$ cat src/qida_pkg.sv
// Shared types, constants and helpers for the queue id allocator.
// Used by qida_bank, qida_exec and queue_id_allocator_with_refcount.
`default_nettype none

package qida_pkg;

	localparam int NUM_QUEUES      = 32;
	localparam int NUM_DEVICES_DEF = 1;
	localparam int QUEUE_DEPTH     = 1024;
	localparam int SLOT_BYTES      = 64;

	localparam int ID_W   = 5;
	localparam int TOP_W  = 6;
	localparam int CNT_W  = 8;
	localparam int DEV_W  = 2;
	localparam int CMD_W  = 3;
	localparam int STAT_W = 4;
	localparam int ADDR_W = 48;

	localparam logic [ADDR_W-1:0] QUEUE_STRIDE = ADDR_W'(QUEUE_DEPTH * SLOT_BYTES);
	localparam logic [CNT_W-1:0]  CNT_MAX      = '1;

	typedef logic [ID_W-1:0]   id_t;
	typedef logic [TOP_W-1:0]  top_t;
	typedef logic [CNT_W-1:0]  cnt_t;
	typedef logic [ADDR_W-1:0] addr_t;

	typedef enum logic [CMD_W-1:0] {
		CMD_ALLOC = 3'd0,
		CMD_FREE  = 3'd1,
		CMD_ADD   = 3'd2,
		CMD_DROP  = 3'd3,
		CMD_QUERY = 3'd4
	} cmd_t;

	typedef enum logic [STAT_W-1:0] {
		ST_OK          = 4'd0,
		ST_NONE_FREE   = 4'd1,
		ST_BAD_ID      = 4'd2,
		ST_REFERENCED  = 4'd3,
		ST_NOT_ALLOC   = 4'd4,
		ST_OVERFLOW    = 4'd5,
		ST_UNDERFLOW   = 4'd6,
		ST_BAD_DEVICE  = 4'd7,
		ST_BAD_COMMAND = 4'd8
	} status_t;

	typedef struct packed {
		logic [CMD_W-1:0] command;
		logic [DEV_W-1:0] device_id;
		logic [ID_W-1:0]  queue_id;
	} in_t;

	typedef struct packed {
		logic [STAT_W-1:0] status;
		logic [ID_W-1:0]   result_id;
		logic [CNT_W-1:0]  reference_count;
		logic [TOP_W-1:0]  free_count;
		logic [ADDR_W-1:0] queue_address;
	} out_t;

	// state seen by the command logic for one device
	typedef struct packed {
		top_t top;
		id_t  pop_id;
		cnt_t cnt;
		logic alloc;
	} rd_t;

	// state change requested for one device
	typedef struct packed {
		logic pop;
		logic push;
		id_t  id;
		logic cnt_we;
		cnt_t cnt;
		logic flag_we;
		logic flag;
	} upd_t;

	function automatic addr_t addr_of(input addr_t base, input id_t id);
		addr_t off;
		off = ADDR_W'(id) * QUEUE_STRIDE;
		return base + off;
	endfunction

endpackage

`default_nettype wire

$ cat src/queue_id_allocator_with_refcount.sv
// Top level of the queue id allocator: input register, per-device banks, result register.
// Depends on qida_pkg, qida_bank and qida_exec.
`default_nettype none

// Submission-queue id allocator. Each device has a LIFO stack of free ids (ids come
// out in ascending order after reset, a freed id is handed out next) and an 8-bit
// stream reference count per id; every command gives exactly one result. The block
// takes one command per cycle unless out_ready holds back the result register, and
// returns its result through the input register, then the result register, with the
// read-modify-write of the addressed device's stack and count in between. The
// region base register is written over the cfg channel, which is always ready; write
// it only while no command is in flight. No clearing pass: state is ready at reset.
module queue_id_allocator_with_refcount
	import qida_pkg::*;
#(
	parameter int NUM_DEVICES = NUM_DEVICES_DEF
) (
	input  wire logic  clk,
	input  wire logic  arst_n,
	input  wire logic  in_valid,
	output logic       in_ready,
	input  wire in_t   in_data,
	output logic       out_valid,
	input  wire logic  out_ready,
	output out_t       out_data,
	input  wire logic  cfg_valid,
	output logic       cfg_ready,
	input  wire addr_t cfg_data
);

	logic  valid_s1;
	in_t   item_s1;
	logic  valid_s2;
	out_t  res_s2;
	addr_t base_q;
	logic  adv;
	rd_t   rd;
	rd_t   bank_rd [NUM_DEVICES];
	upd_t  bank_upd [NUM_DEVICES];
	upd_t  upd;
	out_t  res;

	assign adv       = valid_s1 && (!valid_s2 || out_ready);
	assign in_ready  = !valid_s1 || adv;
	assign cfg_ready = 1'b1;
	assign out_valid = valid_s2;
	assign out_data  = res_s2;

	always_ff @(posedge clk or negedge arst_n) begin
		if (!arst_n) begin
			base_q <= '0;
		end else if (cfg_valid) begin
			base_q <= cfg_data;
		end
	end

	always_ff @(posedge clk or negedge arst_n) begin
		if (!arst_n) begin
			valid_s1 <= 1'b0;
			valid_s2 <= 1'b0;
		end else begin
			if (in_ready) begin
				valid_s1 <= in_valid;
			end
			if (adv) begin
				valid_s2 <= 1'b1;
			end else if (out_ready) begin
				valid_s2 <= 1'b0;
			end
		end
	end

	always_ff @(posedge clk) begin
		if (in_valid && in_ready) begin
			item_s1 <= in_data;
		end
		if (adv) begin
			res_s2 <= res;
		end
	end

	for (genvar g = 0; g < NUM_DEVICES; g++) begin : g_bank
		assign bank_upd[g] = (adv && item_s1.device_id == DEV_W'(g)) ? upd : '0;

		qida_bank u_bank (
			.clk    (clk),
			.arst_n (arst_n),
			.rd_qid (item_s1.queue_id),
			.upd    (bank_upd[g]),
			.rd     (bank_rd[g])
		);
	end

	always_comb begin
		rd = '0;
		for (int g = 0; g < NUM_DEVICES; g++) begin
			if (item_s1.device_id == DEV_W'(g)) begin
				rd = bank_rd[g];
			end
		end
	end

	qida_exec #(
		.NUM_DEVICES (NUM_DEVICES)
	) u_exec (
		.item (item_s1),
		.base (base_q),
		.rd   (rd),
		.res  (res),
		.upd  (upd)
	);

endmodule

`default_nettype wire

$ cat src/qida_bank.sv
// One device's allocator state: LIFO free stack, stack top, refcounts, alloc flags.
// Depends on qida_pkg.
`default_nettype none

module qida_bank
	import qida_pkg::*;
(
	input  wire logic clk,
	input  wire logic arst_n,
	input  wire id_t  rd_qid,
	input  wire upd_t upd,
	output rd_t       rd
);

	id_t  stack_q [NUM_QUEUES];
	cnt_t cnt_q [NUM_QUEUES];
	logic alloc_q [NUM_QUEUES];
	top_t top_q;
	top_t top_m1;

	assign top_m1    = top_q - TOP_W'(1);
	assign rd.top    = top_q;
	assign rd.pop_id = stack_q[top_m1[ID_W-1:0]];
	assign rd.cnt    = cnt_q[rd_qid];
	assign rd.alloc  = alloc_q[rd_qid];

	always_ff @(posedge clk or negedge arst_n) begin
		if (!arst_n) begin
			for (int j = 0; j < NUM_QUEUES; j++) begin
				stack_q[j] <= ID_W'(NUM_QUEUES - 1 - j);
				cnt_q[j]   <= '0;
				alloc_q[j] <= 1'b0;
			end
			top_q <= TOP_W'(NUM_QUEUES);
		end else begin
			if (upd.pop) begin
				top_q <= top_m1;
			end else if (upd.push) begin
				stack_q[top_q[ID_W-1:0]] <= upd.id;
				top_q <= top_q + TOP_W'(1);
			end
			if (upd.cnt_we) begin
				cnt_q[upd.id] <= upd.cnt;
			end
			if (upd.flag_we) begin
				alloc_q[upd.id] <= upd.flag;
			end
		end
	end

	a_top_range: assert property (@(posedge clk) disable iff (!arst_n)
		top_q <= TOP_W'(NUM_QUEUES))
		else $error("free stack top out of range");

	a_no_pop_empty: assert property (@(posedge clk) disable iff (!arst_n)
		upd.pop |-> top_q != '0)
		else $error("pop from empty free stack");

	a_no_push_full: assert property (@(posedge clk) disable iff (!arst_n)
		upd.push |-> top_q != TOP_W'(NUM_QUEUES))
		else $error("push onto full free stack");

	// ids off the allocated set always carry a zero count
	a_idle_cnt_zero: assert property (@(posedge clk) disable iff (!arst_n)
		!alloc_q[rd_qid] |-> cnt_q[rd_qid] == '0)
		else $error("unallocated id holds a nonzero refcount");

	a_pop_marks: assert property (@(posedge clk) disable iff (!arst_n)
		upd.pop |=> alloc_q[$past(upd.id)])
		else $error("popped id not marked allocated");

endmodule

`default_nettype wire

$ cat src/qida_exec.sv
// Command evaluation: checks, result fields and the state change for one command.
// Depends on qida_pkg.
`default_nettype none

module qida_exec
	import qida_pkg::*;
#(
	parameter int NUM_DEVICES = NUM_DEVICES_DEF
) (
	input  wire in_t   item,
	input  wire addr_t base,
	input  wire rd_t   rd,
	output out_t       res,
	output upd_t       upd
);

	logic dev_bad;
	logic qid_bad;

	assign dev_bad = {1'b0, item.device_id} >= (DEV_W + 1)'(NUM_DEVICES);
	assign qid_bad = {1'b0, item.queue_id} >= (ID_W + 1)'(NUM_QUEUES);

	always_comb begin
		res = '{status: ST_OK, result_id: item.queue_id, reference_count: '0,
			free_count: '0, queue_address: '0};
		upd = '0;
		upd.id = item.queue_id;

		if (item.command > CMD_QUERY) begin
			res.status = ST_BAD_COMMAND;
		end else if (dev_bad) begin
			res.status = ST_BAD_DEVICE;
		end else if (item.command == CMD_ALLOC) begin
			if (rd.top == '0) begin
				res.status    = ST_NONE_FREE;
				res.result_id = '0;
			end else begin
				upd.pop     = 1'b1;
				upd.id      = rd.pop_id;
				upd.flag_we = 1'b1;
				upd.flag    = 1'b1;
				// a free id always carries a zero count
				res.result_id     = rd.pop_id;
				res.free_count    = rd.top - TOP_W'(1);
				res.queue_address = addr_of(base, rd.pop_id);
			end
		end else if (qid_bad) begin
			res.status     = ST_BAD_ID;
			res.free_count = rd.top;
		end else begin
			res.reference_count = rd.cnt;
			res.free_count      = rd.top;
			res.queue_address   = addr_of(base, item.queue_id);
			if (item.command != CMD_QUERY && !rd.alloc) begin
				res.status = ST_NOT_ALLOC;
			end else begin
				case (item.command)
					CMD_FREE: begin
						if (rd.cnt != '0) begin
							res.status = ST_REFERENCED;
						end else if (rd.top < TOP_W'(NUM_QUEUES)) begin
							upd.push       = 1'b1;
							upd.flag_we    = 1'b1;
							upd.flag       = 1'b0;
							res.free_count = rd.top + TOP_W'(1);
						end
					end
					CMD_ADD: begin
						if (rd.cnt == CNT_MAX) begin
							res.status = ST_OVERFLOW;
						end else begin
							upd.cnt_we          = 1'b1;
							upd.cnt             = rd.cnt + CNT_W'(1);
							res.reference_count = upd.cnt;
						end
					end
					CMD_DROP: begin
						if (rd.cnt == '0) begin
							res.status = ST_UNDERFLOW;
						end else begin
							upd.cnt_we          = 1'b1;
							upd.cnt             = rd.cnt - CNT_W'(1);
							res.reference_count = upd.cnt;
						end
					end
					default: begin
					end
				endcase
			end
		end
	end

endmodule

`default_nettype wire

$ cat config.mk
export PLATFORM = sky130hd
export DESIGN_NAME = queue_id_allocator_with_refcount
export DESIGN_NICKNAME = d
export VERILOG_FILES = /design/src/qida_pkg.sv /design/src/queue_id_allocator_with_refcount.sv /design/src/qida_bank.sv /design/src/qida_exec.sv
export SDC_FILE = /design/constraint.sdc
export NUM_CORES = 1
export LEC_CHECK = 0
export BUFFER_PORTS_ARGS = -buffer_cell sky130_fd_sc_hd__buf_4
export CAP_MARGIN = 20
export CORE_MARGIN = 1.5
export CORE_UTILIZATION = 55
export CTS_BUF_LIST = sky130_fd_sc_hd__clkbuf_4
export CTS_CLUSTER_SIZE = 14
export DETAILED_ROUTE_END_ITERATION = 10
export PLACE_DENSITY = 0.73
export SLEW_MARGIN = 20
export SYNTH_ARGS = -nofsm -noshare
export SYNTH_HDL_FRONTEND = slang
export SYNTH_HIERARCHICAL = 1
export SYNTH_SLANG_ARGS = --single-unit
export TNS_END_PERCENT = 100
$ cat constraint.sdc
create_clock -name clk -period 6.35 [get_ports clk]
set_input_delay 1.5875 -clock clk [delete_from_list [all_inputs] [get_ports clk]]
set_output_delay 1.5875 -clock clk [all_outputs]
set_load 0.03 [all_outputs]
Word level (Yosys, flattened, before mapping)
Cells that the tools add are included.
{"block": "word_totals", "regBits": 585}
{"block": "classes", "eq_ne": 5, "muxes": 67, "addsub": 8, "n_bitwise": 5, "magnitude_cmp": 9, "n_reduce_logical": 21}
{"operator": "bitwise mux 256 bit", "count": 1}
{"operator": "bitwise mux 160 bit", "count": 1}
{"operator": "two-way mux 67 bit", "count": 2}
{"operator": "two-way mux 54 bit", "count": 2}
{"operator": "adder 48 x 21 -> 48 bit", "count": 2}
{"operator": "two-way mux 18 bit", "count": 3}
{"operator": "two-way mux 8 bit", "count": 6}
{"operator": "binary-select mux 8 bit (select 5 bit)", "count": 1}
{"operator": "demux 8 bit (select 5 bit)", "count": 1}
{"operator": "two-way mux 5 bit", "count": 7}
{"operator": "bitwise mux 32 bit", "count": 1}
{"operator": "two-way mux 6 bit", "count": 5}
{"operator": "two-way mux 9 bit", "count": 3}
{"operator": "binary-select mux 5 bit (select 5 bit)", "count": 1}
{"operator": "demux 5 bit (select 5 bit)", "count": 1}
{"operator": ">= comparator 6 bit (second input constant)", "count": 4}
{"operator": "NOT 5 -> 6 bit", "count": 4}
{"operator": "two-way mux 20 bit", "count": 1}
{"operator": "case mux 9 bit (2 select lines)", "count": 1}
{"operator": "case mux 8 bit (2 select lines)", "count": 1}
{"operator": "two-way mux 14 bit", "count": 1}
{"operator": "two-way mux 1 bit", "count": 13}
{"operator": "adder 6 x 1 -> 6 bit (second input constant)", "count": 2}
{"operator": "less-than comparator 6 x 1 -> 1 bit (second input constant)", "count": 2}
{"operator": "30 further kinds", "count": 49}

Depth between registers and ports, before layout
Gate-level depths: netlist (run 1).
{"block": "depth", "depth_word": 21, "ltp_mapped": 22, "depth_no_buf": 16}

By module
Netlist (run 1), hierarchy kept.
{"module": "qida_bank", "cells_per_inst": 1358, "area_per_inst_um2": 21210.3, "instances": 1, "seq_area_each_um2": 11462.2}
{"module": "queue_id_allocator_with_refcount", "cells_per_inst": 239, "area_per_inst_um2": 4743.3, "instances": 1, "seq_area_each_um2": 3683.5}
{"module": "qida_exec", "cells_per_inst": 467, "area_per_inst_um2": 2914.0, "instances": 1, "seq_area_each_um2": 0.0}

Worst setup path after synthesis (run 1)
Ideal clock, no wire load.
{"block": "synth_timing", "path_type": "input-to-reg", "from": "in out_ready", "to": "reg res_s2 (netlist bit out_data[0]), enable pin", "t_arrival_ns": 4.943, "setup_slack_ns": 0.898, "cell_stages": 3, "cell_sequence": "nor2b_4 buf_2 nor2b_1"}
{"block": "synth_between", "elab_chain_len": 2}
{"item": "start, declared", "line": "queue_id_allocator_with_refcount.sv:24", "text": "input wire logic out_ready,"}
{"item": "logical OR 1 bit", "line": "queue_id_allocator_with_refcount.sv:43", "text": "assign adv = valid_s1 && (!valid_s2 || out_ready);"}
{"item": "logical AND 1 bit", "line": "queue_id_allocator_with_refcount.sv:43"}
{"item": "via adv", "line": "queue_id_allocator_with_refcount.sv:36", "text": "logic adv;"}
{"item": "end signal, assigned", "line": "queue_id_allocator_with_refcount.sv:78", "text": "res_s2 <= res;"}
{"item": "end, declared", "line": "queue_id_allocator_with_refcount.sv:34", "text": "out_t res_s2;"}
The timed path passes the listed nets, and every way through them passes these cells.
A chain may end at the register's enable or synchronous reset.

==> results of run 1 <==
[cell type report]
cell class                 count  share of cell area (%)
inverter                      19                   0.218
clock inverter                44                    1.02
clock buffer                 237                    5.45
timing repair buffer         178                    4.37
tap                          680                    2.61
sequential                   585                    46.4
multi-input combinational   1317                    39.9
antenna                        6                  0.0460
[final timing paths]
check                      cells past startpoint        from                       endpoint  slack, ps
max in group asynchronous                      2      arst_n   g_bank[0].u_bank/stack_q[57]       4370
hold reg to reg                                1  base_q[12]                     base_q[12]        500
setup reg to reg                              18  item_s1[1]  g_bank[0].u_bank/stack_q[121]        380
hold / removal                                 1  base_q[12]                     base_q[12]        500
setup / recovery                              18  item_s1[1]  g_bank[0].u_bank/stack_q[121]        380
min in group asynchronous                      1      arst_n     g_bank[0].u_bank/cnt_q[31]        650
[Yosys cell counts, types with 10 or more instances]
| cell | n | area share (%) |
|---|---|---|
| dfstp_2 | 81 | 7.4 |
| dfrtp_1 | 423 | 37 |
| a211oi_1 | 19 | 0.49 |
| nand3b_1 | 12 | 0.31 |
| edfxtp_1 | 81 | 8.4 |
| mux2_4 | 20 | 1.0 |
| clkbuf_1 | 99 | 1.3 |
| and2_1 | 45 | 0.98 |
| inv_1 | 18 | 0.23 |
| a31oi_1 | 19 | 0.41 |
| nor2b_1 | 18 | 0.39 |
| nor2_1 | 109 | 1.4 |
| nor2_2 | 11 | 0.24 |
| nor3_1 | 15 | 0.26 |
| buf_2 | 20 | 0.35 |
| a21oi_1 | 49 | 0.85 |
| nand2_1 | 76 | 0.99 |
| mux4_2 | 130 | 10 |
| and3_1 | 10 | 0.22 |
| nand3_1 | 27 | 0.47 |
| o21ai_0 | 50 | 0.87 |
| mux2_2 | 496 | 19 |
| xor2_1 | 10 | 0.30 |
| ha_1 | 22 | 0.95 |
| and4b_1 | 18 | 0.62 |
[layer usage]
layer	track usage (%)	vias to the layer above
met5	0	-
met4	10.3	2
met3	5.64	121
met2	41.1	708
met1	38.0	9707
li1	-	8203
[placed cells by master, fill, tap and decap left out, types with 22 or more instances in the layout]
| cell | count |
|---|---|
| and2_1 | 45 |
| buf_4 | 170 |
| o21ai_0 | 50 |
| dfstp_2 | 81 |
| edfxtp_1 | 81 |
| dfrtp_1 | 422 |
| clkbuf_4 | 237 |
| clkinv_1 | 26 |
| nor2_1 | 108 |
| mux2_2 | 496 |
| mux4_2 | 130 |
| ha_1 | 22 |
| nand2_1 | 76 |
| a21oi_1 | 48 |
| nand3_1 | 27 |
[logic make-up after synthesis]
logic type	count (synthesis)
AOI/OAI and AO/OA	214
xor gates and xnor gates	18
adders and majority gates	24
buffers and inverters	162
DFF	585
muxes	649
other	1
and+or+nand+nor	411
[through the flow]
stage               setup slack [ps]  util (%)  power, mW  instance area, µm²
finish                           379      63.3       8.06               32600
global route                    90.0      63.2       8.41               32600
CTS                              479      63.2       8.15               32600
detailed placement               471      59.1       4.62               30500
global placement                 464      59.1       4.61               30500
floorplan                        898         -       4.36               28900
[critical path: stages, from the launching register on]
cell and delay, ps:
edfxtp_1 750, buf_12 260, mux4_2 520, mux4_2 460, mux2_2 270, and2_1 200, inv_1 150, ha_1 250
or3b_2 520, nor2_2 190, inv_2 90, or3_1 400, nor2_1 110, and4b_1 360, nor2b_1 170, buf_4 160
and2_0 390, nand2_1 250, mux2_2 360
[registers in the layout, summed over array words and instances (netlist names)]
signal / cells
g_bank.u_bank/cnt_q: 256
out_data: 71
out_valid: 1
g_bank.u_bank/top_q: 6
base_q: 48
valid_s1: 1
g_bank.u_bank/stack_q: 160
item_s1: 10
g_bank.u_bank/alloc_q: 32
[where the power goes]
part | internal, mW | leakage (nW) | switching, mW
Combinational | 0.224 | 6.09 | 0.368
Clock | 1.91 | 1.25 | 1.59
Sequential | 3.89 | 7.43 | 0.0763
==> summary.txt, run 1 <==
STA
  – Final worst path period need: 5970 ps
  – Final Hold Fails: 0
  – Worst Tran Pin Value: 1100 ps
  – Final Max Tran Viols: 0
  – Setup_tns: 0 ps
  – Slew margin rel.: 26.3%
  – WHS: 496 ps
  – Final Skew: 89.5 ps
  – Fmax: 167 MHz
  – Post-route clock period utilization: 94.0%
  – RSZ-0062 raised after global routing: false
  – Final setup violation count: 0

Detailed routing
  – WL per Instance: 22.8 µm
  – Met3 wire length: 4770 µm
  – Metal2 WL: 32800 µm
  – Via/cell ratio: 6.11
  – Routed Antenna Nets: 0
  – Drt first pass iters: 5
  – Iteration-0 DRC Markers: 1334
  – DRC violations left: 0
  – Top sig layer: met5
  – Via count: 18741
  – Wl on met1: 30800 µm
  – WL final: 70000 µm

Layout
  – Area Growth Syn to Fin: 13.1%
  – Multi-input logic area: 13000 µm²
  – Nets: 2342
  – Share of cells above drive strength 1: 51.0%
  – Seq. cell area: 15100 µm²
  – Total of fill cells in the finished design: 3806
  – Cell Count, Final, Fillers Out: 3066

Yosys
  – Post-synthesis compound-gate area fraction: 4.90%
  – Register area share after synthesis: 52.5%
  – Post-synthesis instance total: 2064
  – Adder-Cell Fraction of Synth Area: 1.09%
  – EDFF count, synth: 81
  – Post-synthesis mux area share: 30.6%
  – Synth Area in XOR/XNOR: 0.546%
  – Yosys reg bits: 585
  – Netlist Area Pre-Place: 28900 µm²
  – Largest family of logic cells by synthesized area: multiplexers
  – Syn Nets: 2151
  – Syn avg cell area: 14.0 µm²
  – Post-synthesis simple-gate area fraction: 7.85%
  – Top_reg_cell synth: dfrtp_1
  – Post-synth ARST share: 86.2%
  – Yosys warnings: 6
  – Distinct cells, synth: 90

Clock network
  – CTS H-Tree Depth: 4
  – Post-CTS Setup Bufs: 0
  – Clk sinks: 585
  – CTS Buf Count: 154
  – Clock Latency Late Sink: 1050 ps
  – Cts-stage hold buffer count: 0
  – CTS tree: done
  – Clock transition at path regs: 70 ps
  – CTS root buffer: clkbuf_4
  – # resized after CTS: 0
  – Maximum root-to-sink buffer count: 3

Global route
  – Vias in the first global route: 19599
  – Pin count of the biggest net entering global routing: 121
  – GRT Residual Overflow: 0
  – First-pass GRT wire length: 111000 µm
  – Initial antenna violation count: 3
  – All-layer global routing usage: 26.9%

Setup path
  – Worst EP required: 7240 ps
  – Crit path kind: flip-flop to flip-flop
  – Worst-path maximum fanout: 15
  – WP data arrival: 6860 ps
  – Crit start category: flip-flop
  – Setup crit end kind: flip-flop

Job
  – Number of max-cap violations: 0

Floorplanning
  – Die X: 232 µm
  – Overall die height: 232 µm
  – Die ar.: 53900 µm²
  – Ports: 137
  – Initial Utilization: 55.9%
  – Core area: 51600 µm²
  – Std-Cell Rows: 83

Placement
  – Gp weighted congestion: 0.924
  – PortBufs: 135
  – Detailed placement HPWL: 45900 µm
  – Inst Count DP: 2778

Power
  – Pleak: 14.8 nW
  – Peak supply drop: 176 µV
  – PD cells: 247 nW/µm²

Outcome
  – Status: complete, no violations

Hold path
  – Min-delay worst type: flip-flop to flip-flop
(Power assumes the default switching activity.)
==> inputs of run 2 (changes only) <==
Settings changed: BUFFER_PORTS_ARGS -buffer_cell sky130_fd_sc_hd__buf_4 to default, CORE_UTILIZATION 55 to 30, DONT_BUFFER_PORTS from default to 1, PLACE_DENSITY 0.73 to default.
==> run 2 against run 1 <==
Effect of this change: the run now ends with max-slew violations left; non-clock buffer count down 140; via count down 3.3%; power down 2.9%; first-iteration DRC count up 16%; die area up 82%; critical endpoint is now g_bank[0].u_bank/cnt_q[85]; highest routed layer unchanged.
==> summary.txt, run 2 (synthesis gave the netlist of run 1 again) <==
Power
  – Power share of the combinational group: 4.8% (was 7.4%)
  – Overall power: 7.83 mW (was 8.06 mW)
  – Switching pwr: 1.98 mW (was 2.04 mW)
  – Pleak: 14.0 nW (was 14.8 nW)
  – Sequential power share: 51.6% (was 49.2%)
  – Switching Fraction: 25.4% (was 25.3%)
  – Clock Power Share: 43.6% (was 43.5%)
  – Peak supply drop: 109 µV (was 176 µV)
  – PD cells: 243 nW/µm² (was 247 nW/µm²)
  – Internal Power: 5.84 mW (was 6.02 mW)

Global route
  – First-pass GRT wire length: 115000 µm (was 111000 µm)
  – All-layer global routing usage: 15.1% (was 26.9%)
  – Pin count of the biggest net entering global routing: 505 (was 121)
  – Initial antenna violation count: 12 (was 3)
  – GRT Residual Overflow: 0 (unchanged)
  – Vias in the first global route: 18834 (was 19599)

Layout
  – Top reg by flops: g_bank.u_bank/cnt_q (unchanged)
  – Nets: 2205 (was 2342)
  – Commonest non-fill, non-tap cells in the layout: 496 x mux2_2, 422 x dfrtp_1, 232 x clkbuf_4 (was 496 x mux2_2, 422 x dfrtp_1, 237 x clkbuf_4)
  – Max reg flops: 256 (unchanged)
  – Most common cell after layout, fill and taps aside: mux2_2 (unchanged)
  – Share of cells above drive strength 1: 47.8% (was 51.0%)
  – Area Growth Syn to Fin: 11.6% (was 13.1%)

Floorplanning
  – Overall die height: 313 µm (was 232 µm)
  – Core area: 95200 µm² (was 51600 µm²)
  – Ports: 137 (unchanged)
  – Die ar.: 98100 µm² (was 53900 µm²)
  – Initial Utilization: 30.3% (was 55.9%)
  – Std-Cell Rows: 113 (was 83)
  – Die X: 313 µm (was 232 µm)

Detailed routing
  – Drt first pass iters: 5 (unchanged)
  – Via/cell ratio: 5.16 (was 6.11)
  – WL per Instance: 21.1 µm (was 22.8 µm)
  – WL final: 74000 µm (was 70000 µm)
  – Routed Antenna Nets: 0 (unchanged)
  – Iteration-0 DRC Markers: 1547 (was 1334)
  – DRC violations left: 0 (unchanged)
  – Via count: 18122 (was 18741)

Clock network
  – Clock Latency Late Sink: 980 ps (was 1050 ps)
  – Maximum root-to-sink buffer count: 3 (unchanged)
  – CTS H-Tree Depth: 4 (unchanged)
  – Clock transition at path regs: 70 ps (about the same)
  – Post-CTS Setup Bufs: 0 (unchanged)
  – CTS root buffer: clkbuf_4 (unchanged)
  – CTS tree: done (unchanged)
  – CTS Buf Count: 157 (was 154)
  – Clk sinks: 585 (unchanged)

STA
  – Final setup violation count: 0 (unchanged)
  – Worst Tran Pin Value: 1590 ps (was 1100 ps)
  – Fmax: 168 MHz (was 167 MHz)
  – Setup_tns: 0 ps (unchanged)
  – Post-route setup slack: 386 ps (was 379 ps)
  – Post-route clock period utilization: 93.9% (was 94.0%)
  – RSZ-0062 raised after global routing: false (unchanged)
  – Slew margin rel.: -5.70% (was 26.3%)
  – Final Skew: 58.3 ps (was 89.5 ps)
  – Final worst path period need: 5960 ps (was 5970 ps)
  – Final Hold Fails: 0 (unchanged)
  – Final Max Tran Viols: 110 (was 0)

Setup path
  – Setup crit end kind: flip-flop (unchanged)
  – WP data arrival: 6780 ps (was 6860 ps)
  – Worst-path maximum fanout: 34 (was 15)
  – Crit start category: flip-flop (unchanged)
  – Worst EP required: 7170 ps (was 7240 ps)
  – Crit path kind: flip-flop to flip-flop (unchanged)

Outcome
  – Failing checks: max-slew violations
  – Status: finished, violations left (was complete, no violations)

Hold path
  – Min-delay worst type: input pin to async pin (was flip-flop to flip-flop)

Placement
  – PortBufs: 0 (was 135)
  – Detailed placement HPWL: 49400 µm (was 45900 µm)
  – Setup slack at placement: 328 ps (was 471 ps)
  – Gp weighted congestion: 0.886 (was 0.924)

Job
  – Number of max-cap violations: 0 (unchanged)
-- run 2: what timing repair did --
item / CTS / global route
hold buffers: 0 / 0
resized for setup: 0 / 2
endpoints found under the setup margin: 0 / 68
-- run 2: path summary, 6_finish.rpt --
path / endpoint / startpoint / slack (ps) / cells after the start
min: g_bank[0].u_bank/cnt_q[61] / arst_n / 490 / 0
min reg2reg: g_bank[0].u_bank/top_q[5] / g_bank[0].u_bank/top_q[5] / 490 / 1
max reg2reg: g_bank[0].u_bank/cnt_q[85] / item_s1[1] / 390 / 16
max: g_bank[0].u_bank/cnt_q[85] / item_s1[1] / 390 / 16
max in group asynchronous: g_bank[0].u_bank/top_q[0] / arst_n / 4660 / 0
min in group clk: g_bank[0].u_bank/top_q[5] / g_bank[0].u_bank/top_q[5] / 490 / 1
-- run 2: layout make-up --
type	count	area, µm²
Clock inverter	47	294
Antenna cell	6	15.0
Timing Repair Buffer	38	323
Clock buffer	232	1740
Multi-Input combinational cell	1317	13000
Inverter	19	71.3
Sequential cell	585	15100
Tap cell	1265	1580
Fill cell	9244	63000
-- run 2: power by group through the flow --
stage	sequential, mW	clock, mW	combinational (mW)
2_1_floorplan	4.07	0	0.294
3_3_place_gp	4.11	0	0.366
3_5_place_dp	4.11	0	0.372
4_1_cts	4.04	3.55	0.374
5_1_grt	4.05	3.74	0.402
6_report	4.04	3.41	0.373
-- run 2: routing by layer --
metal  track usage, %  share of wire (%)
met1             20.4                 45
met2             23.1                 46
met3             3.97                6.5
met4             5.82                2.5
met5                0              0.097
-- run 2: metrics by stage --
step	cells	hold slack [ps]	cell area, µm²	util, %
2_1_floorplan	2064	468	28900	-
3_3_place_gp	3224	475	30100	31.7
3_5_place_dp	3224	479	30100	31.7
4_1_cts	3503	296	32200	33.8
5_1_grt	3508	357	32200	33.8
6_report	3509	488	32200	33.8
-- run 2: critical path, cell delays in order, from the launching register on --
cell      delay (ps)
edfxtp_1         440
buf_12           290
buf_4            300
mux4_2           580
mux4_2           480
mux2_2           270
and2_1           160
buf_4            170
and3_1           170
and3_2           260
a31oi_4          320
nor2_1            80
nor2_1           190
and4b_1          310
nand3b_1         440
nor2_1           890
mux2_2           420
